[src/fcv_pkg.sv]
// ---------------------------------------------------------------------------
// fcv_pkg
// shared types, constants and the fnv-1a prime fold for the frame validator
// ---------------------------------------------------------------------------
package fcv_pkg;

   localparam int unsigned TRAILER_BYTES = 8;
   localparam logic [31:0] HEADER_BYTES = 32'd20;
   localparam logic [31:0] MIN_FRAME_BYTES = 32'd28;
   localparam logic [31:0] TOTAL_MAX = 32'hFFFF_FFFF;
   localparam logic [31:0] FRAME_MAGIC = 32'h4352_5343;
   localparam logic [63:0] FNV_BASIS = 64'hcbf2_9ce4_8422_2325;
   localparam logic [63:0] CELLS_LIMIT = 64'h0000_0000_2000_0000;

   typedef enum logic [2:0] {
      ST_OK       = 3'd0,
      ST_SHORT    = 3'd1,
      ST_CHECKSUM = 3'd2,
      ST_MAGIC    = 3'd3,
      ST_LENGTH   = 3'd4
   } status_type;

   // everything the checks need once the final byte is in
   typedef struct packed {
      logic [63:0] hash;
      logic [63:0] trailer;
      logic [31:0] total;
      logic [31:0] magic;
      logic [31:0] dim;
      logic [31:0] count;
      logic [63:0] gain;
   } frame_rec_type;

   // registered check flags and declared size
   typedef struct packed {
      logic        too_short;
      logic        hash_ok;
      logic        magic_ok;
      logic        saturated;
      logic [63:0] cells;
      logic [31:0] payload;
      logic [31:0] dim;
      logic [31:0] count;
      logic [63:0] gain;
   } judge_type;

   typedef struct packed {
      status_type  status;
      logic [31:0] dim;
      logic [31:0] count;
      logic [63:0] gain;
   } result_type;

   // multiply by the fnv prime 2^40 + 0x1b3, modulo 2^64, as shifts and adds
   function automatic logic [63:0] fnv_mul(input logic [63:0] h);
      fnv_mul = (h << 40) + (h << 8) + (h << 7) + (h << 5) + (h << 4) + (h << 1) + h;
   endfunction

endpackage

[src/fcv_accum.sv]
// ---------------------------------------------------------------------------
// fcv_accum
// per-byte state: trailer delay line, fnv-1a hash, header capture, byte count
// ---------------------------------------------------------------------------
module fcv_accum (
   input  logic                  clock,
   input  logic                  reset,
   input  logic                  byte_accept,
   input  logic [7:0]            data_byte,
   input  logic                  last_byte,
   output logic                  frame_done,
   output fcv_pkg::frame_rec_type frame_rec
);

   logic [fcv_pkg::TRAILER_BYTES-1:0][7:0] window_ff, window_in, window_upd;
   logic [63:0] hash_ff, hash_in, hash_upd;
   logic [31:0] total_ff, total_in, total_upd;
   logic [31:0] magic_ff, magic_in, magic_upd;
   logic [31:0] dim_ff, dim_in, dim_upd;
   logic [31:0] count_ff, count_in, count_upd;
   logic [63:0] gain_ff, gain_in, gain_upd;
   logic [2:0]  gain_pos;
   logic        clear;

   always_comb begin
      gain_pos = 3'(total_ff[4:0] - 5'd12);

      // header capture by byte position
      magic_upd = magic_ff;
      dim_upd   = dim_ff;
      count_upd = count_ff;
      gain_upd  = gain_ff;
      if (total_ff < 32'd4) begin
         magic_upd[{total_ff[1:0], 3'b000} +: 8] = data_byte;
      end else if (total_ff < 32'd8) begin
         dim_upd[{total_ff[1:0], 3'b000} +: 8] = data_byte;
      end else if (total_ff < 32'd12) begin
         count_upd[{total_ff[1:0], 3'b000} +: 8] = data_byte;
      end else if (total_ff < fcv_pkg::HEADER_BYTES) begin
         gain_upd[{gain_pos, 3'b000} +: 8] = data_byte;
      end

      // the oldest byte leaves the delay line and folds into the hash
      if (total_ff >= 32'(fcv_pkg::TRAILER_BYTES)) begin
         hash_upd = fcv_pkg::fnv_mul(hash_ff ^ {56'd0, window_ff[0]});
      end else begin
         hash_upd = hash_ff;
      end

      for (int i = 0; i < fcv_pkg::TRAILER_BYTES - 1; i++) begin
         window_upd[i] = window_ff[i+1];
      end
      window_upd[fcv_pkg::TRAILER_BYTES-1] = data_byte;

      total_upd = (total_ff == fcv_pkg::TOTAL_MAX) ? total_ff : total_ff + 32'd1;

      clear = byte_accept && last_byte;
      if (clear) begin
         window_in = '0;
         hash_in   = fcv_pkg::FNV_BASIS;
         total_in  = '0;
         magic_in  = '0;
         dim_in    = '0;
         count_in  = '0;
         gain_in   = '0;
      end else if (byte_accept) begin
         window_in = window_upd;
         hash_in   = hash_upd;
         total_in  = total_upd;
         magic_in  = magic_upd;
         dim_in    = dim_upd;
         count_in  = count_upd;
         gain_in   = gain_upd;
      end else begin
         window_in = window_ff;
         hash_in   = hash_ff;
         total_in  = total_ff;
         magic_in  = magic_ff;
         dim_in    = dim_ff;
         count_in  = count_ff;
         gain_in   = gain_ff;
      end
   end

   always_ff @(posedge clock) begin
      if (reset) begin
         window_ff <= '0;
         hash_ff   <= fcv_pkg::FNV_BASIS;
         total_ff  <= '0;
         magic_ff  <= '0;
         dim_ff    <= '0;
         count_ff  <= '0;
         gain_ff   <= '0;
      end else begin
         window_ff <= window_in;
         hash_ff   <= hash_in;
         total_ff  <= total_in;
         magic_ff  <= magic_in;
         dim_ff    <= dim_in;
         count_ff  <= count_in;
         gain_ff   <= gain_in;
      end
   end

   // newest byte ends up in the top byte of the trailer word
   assign frame_done        = clear;
   assign frame_rec.hash    = hash_upd;
   assign frame_rec.trailer = window_upd;
   assign frame_rec.total   = total_upd;
   assign frame_rec.magic   = magic_upd;
   assign frame_rec.dim     = dim_upd;
   assign frame_rec.count   = count_upd;
   assign frame_rec.gain    = gain_upd;

endmodule

[src/fcv_judge.sv]
// ---------------------------------------------------------------------------
// fcv_judge
// two-stage frame check: capture and multiply, then status priority
// ---------------------------------------------------------------------------
module fcv_judge (
   input  logic                   clock,
   input  logic                   reset,
   input  logic                   frame_done,
   input  fcv_pkg::frame_rec_type frame_rec,
   input  logic                   out_ready,
   output logic                   in_ready,
   output logic                   res_valid,
   output fcv_pkg::result_type    res
);

   logic                   rec_valid_ff, rec_valid_in;
   fcv_pkg::frame_rec_type rec_ff;
   logic                   jdg_valid_ff, jdg_valid_in;
   fcv_pkg::judge_type     jdg_ff, jdg_in;
   logic                   jdg_load, rec_load;
   logic                   size_ok;

   assign jdg_load = !jdg_valid_ff || out_ready;
   assign rec_load = !rec_valid_ff || jdg_load;
   assign in_ready = rec_load;

   always_comb begin
      rec_valid_in = rec_load ? frame_done : rec_valid_ff;
      jdg_valid_in = jdg_load ? rec_valid_ff : jdg_valid_ff;

      jdg_in.too_short = rec_ff.total < fcv_pkg::MIN_FRAME_BYTES;
      jdg_in.hash_ok   = rec_ff.trailer == rec_ff.hash;
      jdg_in.magic_ok  = rec_ff.magic == fcv_pkg::FRAME_MAGIC;
      jdg_in.saturated = rec_ff.total == fcv_pkg::TOTAL_MAX;
      jdg_in.cells     = {32'd0, rec_ff.count} * {32'd0, rec_ff.dim};
      jdg_in.payload   = rec_ff.total - fcv_pkg::MIN_FRAME_BYTES;
      jdg_in.dim       = rec_ff.dim;
      jdg_in.count     = rec_ff.count;
      jdg_in.gain      = rec_ff.gain;
   end

   always_ff @(posedge clock) begin
      if (reset) begin
         rec_valid_ff <= 1'b0;
         jdg_valid_ff <= 1'b0;
      end else begin
         rec_valid_ff <= rec_valid_in;
         jdg_valid_ff <= jdg_valid_in;
      end
   end

   always_ff @(posedge clock) begin
      if (rec_load && frame_done) begin
         rec_ff <= frame_rec;
      end
      if (jdg_load && rec_valid_ff) begin
         jdg_ff <= jdg_in;
      end
   end

   // cells is checked to be at most 2^29 here, so the times-eight cannot wrap
   assign size_ok = (jdg_ff.cells <= fcv_pkg::CELLS_LIMIT)
                 && ({jdg_ff.cells[60:0], 3'b000} == {32'd0, jdg_ff.payload});

   always_comb begin
      if (jdg_ff.too_short) begin
         res.status = fcv_pkg::ST_SHORT;
      end else if (!jdg_ff.hash_ok) begin
         res.status = fcv_pkg::ST_CHECKSUM;
      end else if (!jdg_ff.magic_ok) begin
         res.status = fcv_pkg::ST_MAGIC;
      end else if (jdg_ff.saturated || !size_ok) begin
         res.status = fcv_pkg::ST_LENGTH;
      end else begin
         res.status = fcv_pkg::ST_OK;
      end

      if (res.status == fcv_pkg::ST_OK || res.status == fcv_pkg::ST_LENGTH) begin
         res.dim   = jdg_ff.dim;
         res.count = jdg_ff.count;
         res.gain  = jdg_ff.gain;
      end else begin
         res.dim   = '0;
         res.count = '0;
         res.gain  = '0;
      end
   end

   assign res_valid = jdg_valid_ff;

endmodule

[src/fnv_checked_frame_validator_top.sv]
// ---------------------------------------------------------------------------
// fnv_checked_frame_validator_top
// streaming validator for checksummed saved-state frames
// ---------------------------------------------------------------------------
// Takes a frame one byte per transaction on the req side, tlast on the final
// byte, and returns one transaction on the rsp side per frame. The last eight
// bytes are the little-endian fnv-1a 64-bit hash of everything before them.
// Checks in priority order: at least 28 bytes (status 1), hash matches trailer
// (status 2), magic 0x43525343 at bytes 0..3 (status 3), and length equal to
// 20 + count*dim*8 + 8 (status 4); status 0 is a good frame. Header fields are
// zero in the result for status 1, 2 and 3. A new byte is taken every cycle
// unless the check pipeline is full and the result is not taken; the hash
// fold (xor and prime multiply feeding back on itself) is the loop that sets
// that rate. Results pass frame capture, size multiply, and status and output
// register. Back-to-back frames stream without gaps while results are taken.
// ---------------------------------------------------------------------------
module fnv_checked_frame_validator_top (
   input  logic         clock,
   input  logic         reset,

   input  logic         req_tvalid,
   output logic         req_tready,
   input  logic [7:0]   req_tdata,   // [7:0] data_byte
   input  logic         req_tlast,   // last_byte

   output logic         rsp_tvalid,
   input  logic         rsp_tready,
   output logic [135:0] rsp_tdata    // [2:0] status, [34:3] dimension,
                                     // [66:35] vector_count, [130:67] gain_bits,
                                     // [135:131] zero
);

   logic                   byte_accept;
   logic                   frame_done;
   fcv_pkg::frame_rec_type frame_rec;
   logic                   out_ready;
   logic                   res_valid;
   fcv_pkg::result_type    res;

   logic                   rsp_valid_ff, rsp_valid_in;
   fcv_pkg::result_type    rsp_data_ff;

   assign byte_accept = req_tvalid && req_tready;

   // running per-frame state, cleared after the final byte
   fcv_accum u_accum (
      .clock       (clock),
      .reset       (reset),
      .byte_accept (byte_accept),
      .data_byte   (req_tdata),
      .last_byte   (req_tlast),
      .frame_done  (frame_done),
      .frame_rec   (frame_rec)
   );

   // check pipeline; its first stage decides whether a byte can be taken
   fcv_judge u_judge (
      .clock      (clock),
      .reset      (reset),
      .frame_done (frame_done),
      .frame_rec  (frame_rec),
      .out_ready  (out_ready),
      .in_ready   (req_tready),
      .res_valid  (res_valid),
      .res        (res)
   );

   // output register, refilled as soon as the held result is taken
   assign out_ready    = !rsp_valid_ff || rsp_tready;
   assign rsp_valid_in = out_ready ? res_valid : rsp_valid_ff;

   always_ff @(posedge clock) begin
      if (reset) begin
         rsp_valid_ff <= 1'b0;
      end else begin
         rsp_valid_ff <= rsp_valid_in;
      end
   end

   always_ff @(posedge clock) begin
      if (out_ready && res_valid) begin
         rsp_data_ff <= res;
      end
   end

   assign rsp_tvalid = rsp_valid_ff;
   assign rsp_tdata  = {5'd0, rsp_data_ff.gain, rsp_data_ff.count, rsp_data_ff.dim,
                        rsp_data_ff.status};

endmodule
[config.mk]
export PLATFORM = sky130hd
export DESIGN_NAME = fnv_checked_frame_validator_top
export DESIGN_NICKNAME = d
export VERILOG_FILES = /design/src/fcv_pkg.sv /design/src/fcv_accum.sv /design/src/fcv_judge.sv /design/src/fnv_checked_frame_validator_top.sv
export SDC_FILE = /design/constraint.sdc
export NUM_CORES = 2
export LEC_CHECK = 0
export BUFFER_PORTS_ARGS = -buffer_cell sky130_fd_sc_hd__buf_2
export CORE_ASPECT_RATIO = 1.5
export CORE_UTILIZATION = 30
export CTS_CLUSTER_SIZE = 14
export DETAILED_ROUTE_END_ITERATION = 16
export GPL_TIMING_DRIVEN = 0
export MAX_ROUTING_LAYER = met4
export SETUP_SLACK_MARGIN = 0.4
export SLEW_MARGIN = 20
export SYNTH_ARGS = -nofsm -noshare
export SYNTH_HDL_FRONTEND = slang
export SYNTH_SLANG_ARGS = --single-unit
[constraint.sdc]
create_clock -name clock -period 28.7 [get_ports clock]
set_clock_uncertainty 0.2 [all_clocks]
set_input_delay 5.74 -clock clock [delete_from_list [all_inputs] [get_ports clock]]
set_output_delay 5.74 -clock clock [all_outputs]
set_load 0.05 [all_outputs]
==> summary.md <==
The flow ran to the end, and the final reports show no timing, DRC or antenna violations. The per-cell via count in the routed design was 4.95. Data on the critical path arrives at its endpoint at 6.84 ns. Class of the worst hold path: flop to flop. Dominant cell by count in the synthesized netlist: sky130_fd_sc_hd__inv_1. CTS saw 1002 sinks. The initial utilization of the core area, before any placement, comes to 30.2%. The die boundary height is 640 um, and the yosys synthesis warning count is 0.

The run gives 0 as the number of hold-slack violations in the final timing report. The worst setup path is captured at an output pin. Yosys mapped the design onto 80 distinct sky130hd cell types. The final core utilization came out at 33.7%. Of the cells placed in the final design, the portion with a size suffix greater than 1 is 5.74%.

The number of nets still failing antenna checks after routing is 0, and the overall routing resource usage is 22.2%. The number of gates resized after CTS was 0. The number of search-and-repair iterations in the first detailed-routing pass is 7. Clock tree synthesis inserted a total of 97 buffers. In this run the deepest clock path goes through 3 buffers.

The async set-reset flop share out of synthesis is 0%, and the total standard cell area after synthesis is 0.0814 mm2. Across all layers, the routed design uses 58.5k vias. TritonCTS built the clock tree.

The synthesized design contains 679 enable-type register cells. Summed over all instances, the cell type with the most area after synthesis is sky130_fd_sc_hd__fa_1. Setup violations remaining at the end of the flow were counted as 0. At the worst endpoint, the required time is 22.76 ns. Of all nets on the critical path, the largest fanout is 5.

The tools report the highest ir drop seen on vdd as 0.319 mV. Routed wirelength normalized by instance count: 24.9 um. After synthesis, flip-flops and latches occupy 33.0% of the total area. The finished cells cover 0.0908 mm2.

The simple-gate portion of the synthesized area is 14.9%, and the layout-stage area growth over the synthesis result is 11.6%. The CTS clock-pin slew for the worst setup and hold paths is 0.06 ns, and the number of max-slew violations in the final report is 0. Fraction of synthesized area in multiplexers: 1.20%. Yosys attributes the largest share of cell area to sky130_fd_sc_hd__fa_1, sky130_fd_sc_hd__edfxtp_1, sky130_fd_sc_hd__dfxtp_1. The run gives 17.5% as the portion of total power attributed to sequential cells.

In the synthesized netlist, the cells that appear most often are sky130_fd_sc_hd__inv_1, sky130_fd_sc_hd__fa_1, sky130_fd_sc_hd__nand2_1. The fraction of power spent switching nets was 50.4%; the global-route wire length before repair was 423 mm. The number of global-route vias before repair came out at 62.2k.

The leakage power summed over all cells is 37.7 nW. The xor/xnor share of the synthesized area was 3.34%; the final cell count without fillers was 11.8k. The reported max-cap violation count was 0; the final-stage net count was 9725. The clock tree synthesis step divided the H-tree into 3 levels. Synthesis inferred 1002 register bits.

In this run the count of I/O pins placed on the die edge is 151. The number of standard cells after synthesis is 7914, and the port buffer count is 145. The worst setup path is launched from a primary input.

The tools report the pin count of the biggest net entering global routing as 111. In the finished design, the share of the clock period the worst path needs comes to 44.5%. The HPWL after detailed placement is 242 mm. Setup repair after global routing left no endpoint under its margin. The adder-cell share of the synthesized area was 34.0%.

After synthesis, the largest family of logic cells by area is adder cells. The tools report the switching power as 5.64 mW. Combinational cells account for 69.9% of the total power. The category of the most critical setup path is primary input to output pin.

The post-synthesis average cell area is 10.3 um2. In the synthesized netlist the dominant register cell turns out to be sky130_fd_sc_hd__edfxtp_1. The DRC violation total after the first TritonRoute iteration is 4433. The tools report the initial antenna violation count as 24.

For the core area, the log shows 0.269 mm2. After clock tree synthesis, the setup repair step added 0 buffers. The clock root buffer master was sky130_fd_sc_hd__clkbuf_16. In this run the horizontal extent of the chip is 427 um. The total wirelength of the detailed-routed design came out at 294 mm. Summing the areas of all compound-gate instances in the mapped netlist gives 6.04% of the synthesized area. Headroom to the max-slew limit came out at 12.1%. The congestion estimate from routability-driven global placement came to 1.07. The post-placement cell count came out at 11.6k. In the routed design, unresolved DRC markers number 0.

For the worst slack at placement, the log shows 15.95 ns. Worst setup slack after layout: 15.92 ns. At the pin with the least slew margin, the transition time is 1.32 ns. Power spread over the standard cell area amounts to 123 mW/mm2.

Standard cell area after detailed placement: 0.0872 mm2. The synthesized design devotes to its leading area cell type 28.2% of total area. Row generation in the floorplan step produced 233 rows. For this design, the CTS-stage hold fixing added 0 buffers. The final period demand of the worst path was 12.78 ns. Timing would allow up to 78.3 MHz. The logs give 0.273 mm2 for the full die area and 0.76 ns for the clock latency on the worst-skew pair. The run gives 0 as the final global-route overflow total. For the share of total power in the clock network, the log shows 12.7%.

The internal power of the cells totals 5.54 mW.
[power by group through the flow]
| stage | clock network (mW) | registers [mW] | logic (mW) |
|---|---|---|---|
| floorplan | 0 | 1.99 | 4.95 |
| global placement | 0 | 2.01 | 7.58 |
| detailed placement | 0 | 1.98 | 7.58 |
| CTS | 1.44 | 1.95 | 7.71 |
| global route | 1.49 | 1.96 | 8.43 |
| finish | 1.42 | 1.95 | 7.81 |
[worst max-delay path, stage by stage]
cell                      delay (ns)
sky130_fd_sc_hd__buf_2          0.12
sky130_fd_sc_hd__nor2b_1        0.46
sky130_fd_sc_hd__nand3_1        0.24
sky130_fd_sc_hd__buf_2          0.28
[layer usage]
| layer | track usage (%) | share of wire [%] | wire (um) |
|---|---|---|---|
| met1 | 22.5 | 34 | 101000 |
| met2 | 38.2 | 51 | 149000 |
| met3 | 2.55 | 4.9 | 14300 |
| met4 | 18.3 | 10 | 29700 |
| met5 | - | 0 | 0 |
[registers in the layout, indices dropped and copies added (netlist names)]
| name | cells |
|---|---|
| rsp_tdata | 131 |
| rsp_tvalid | 1 |
| u_accum.count_ff | 32 |
| u_accum.dim_ff | 32 |
| u_accum.frame_rec | 56 |
| u_accum.gain_ff | 64 |
| u_accum.hash_ff | 64 |
| u_accum.magic_ff | 32 |
| u_accum.total_ff | 32 |
| u_accum.window_ff | 8 |
| u_judge.jdg_ff | 228 |
| u_judge.jdg_in | 128 |
| u_judge.rec_ff | 192 |
| u_judge.rec_valid_ff | 1 |
| u_judge.res_valid | 1 |
[cell usage in the layout (no fill, tap or decap), types with 76 or more instances in the layout]
cell | synthesis | final
sky130_fd_sc_hd__nor2_1 | 343 | 343
sky130_fd_sc_hd__clkbuf_1 | 365 | 360
sky130_fd_sc_hd__dfxtp_1 | 323 | 323
sky130_fd_sc_hd__nand2_1 | 1089 | 1089
sky130_fd_sc_hd__xnor2_1 | 129 | 129
sky130_fd_sc_hd__inv_1 | 1221 | 1220
sky130_fd_sc_hd__nand3_1 | 95 | 95
sky130_fd_sc_hd__fa_1 | 1147 | 1147
sky130_fd_sc_hd__ha_1 | 377 | 377
sky130_fd_sc_hd__and2_1 | 726 | 726
sky130_fd_sc_hd__o21ai_0 | 228 | 228
sky130_fd_sc_hd__xor2_1 | 181 | 181
sky130_fd_sc_hd__edfxtp_1 | 679 | 679
sky130_fd_sc_hd__mux2_2 | 76 | 76
sky130_fd_sc_hd__a21oi_1 | 397 | 397
sky130_fd_sc_hd__clkbuf_16 | 0 | 99
sky130_fd_sc_hd__buf_2 | 7 | 152
[final cells by class]
cell class	instances	area, um2
Multi-Input combinational cell	5302	48500
Inverter	1221	4590
Clock inverter	52	837
Tap cell	3525	4410
Timing Repair Buffer	171	1330
Sequential cell	1002	26900
Fill cell	27200	178000
Clock buffer	132	2710
Antenna cell	22	55.1
Buffer	393	1540
[cells by family (layout without fill, tap and decap cells)]
kind of cell               Yosys count  count (layout)
xor gates and xnor gates           310             310
muxes                               88              88
buffers and inverters             1614            1969
other                                1              27
and+or+nand+nor                   2525            2525
adders and majority gates         1524            1524
AOI/OAI and AO/OA                  850             850
DFF                               1002            1002
[worst paths after layout]
kind                                                    from  slack, ns                            end  cells past startpoint
worst max-delay path                              rsp_tready      15.92                     req_tready                      4
worst min-delay path            u_judge.jdg_in[58]$_DFFE_PP_       0.22   u_judge.jdg_ff[58]$_DFFE_PP_                      0
worst max register to register  u_judge.jdg_in[76]$_DFFE_PP_      18.42  u_judge.jdg_ff[222]$_DFFE_PP_                     27
worst min register to register  u_judge.jdg_in[58]$_DFFE_PP_       0.22   u_judge.jdg_ff[58]$_DFFE_PP_                      0
[metrics by stage]
step | TNS, ns | hold WS [ns] | power (mW)
2_1_floorplan | 0 | 0.200 | 6.94
3_3_place_gp | -833.79 | 0.206 | 9.59
3_5_place_dp | 0 | 0.205 | 9.57
4_1_cts | 0 | 0.218 | 11.1
5_1_grt | 0 | 0.222 | 11.9
6_report | 0 | 0.216 | 11.2
Power figures use the tool's default switching activity.
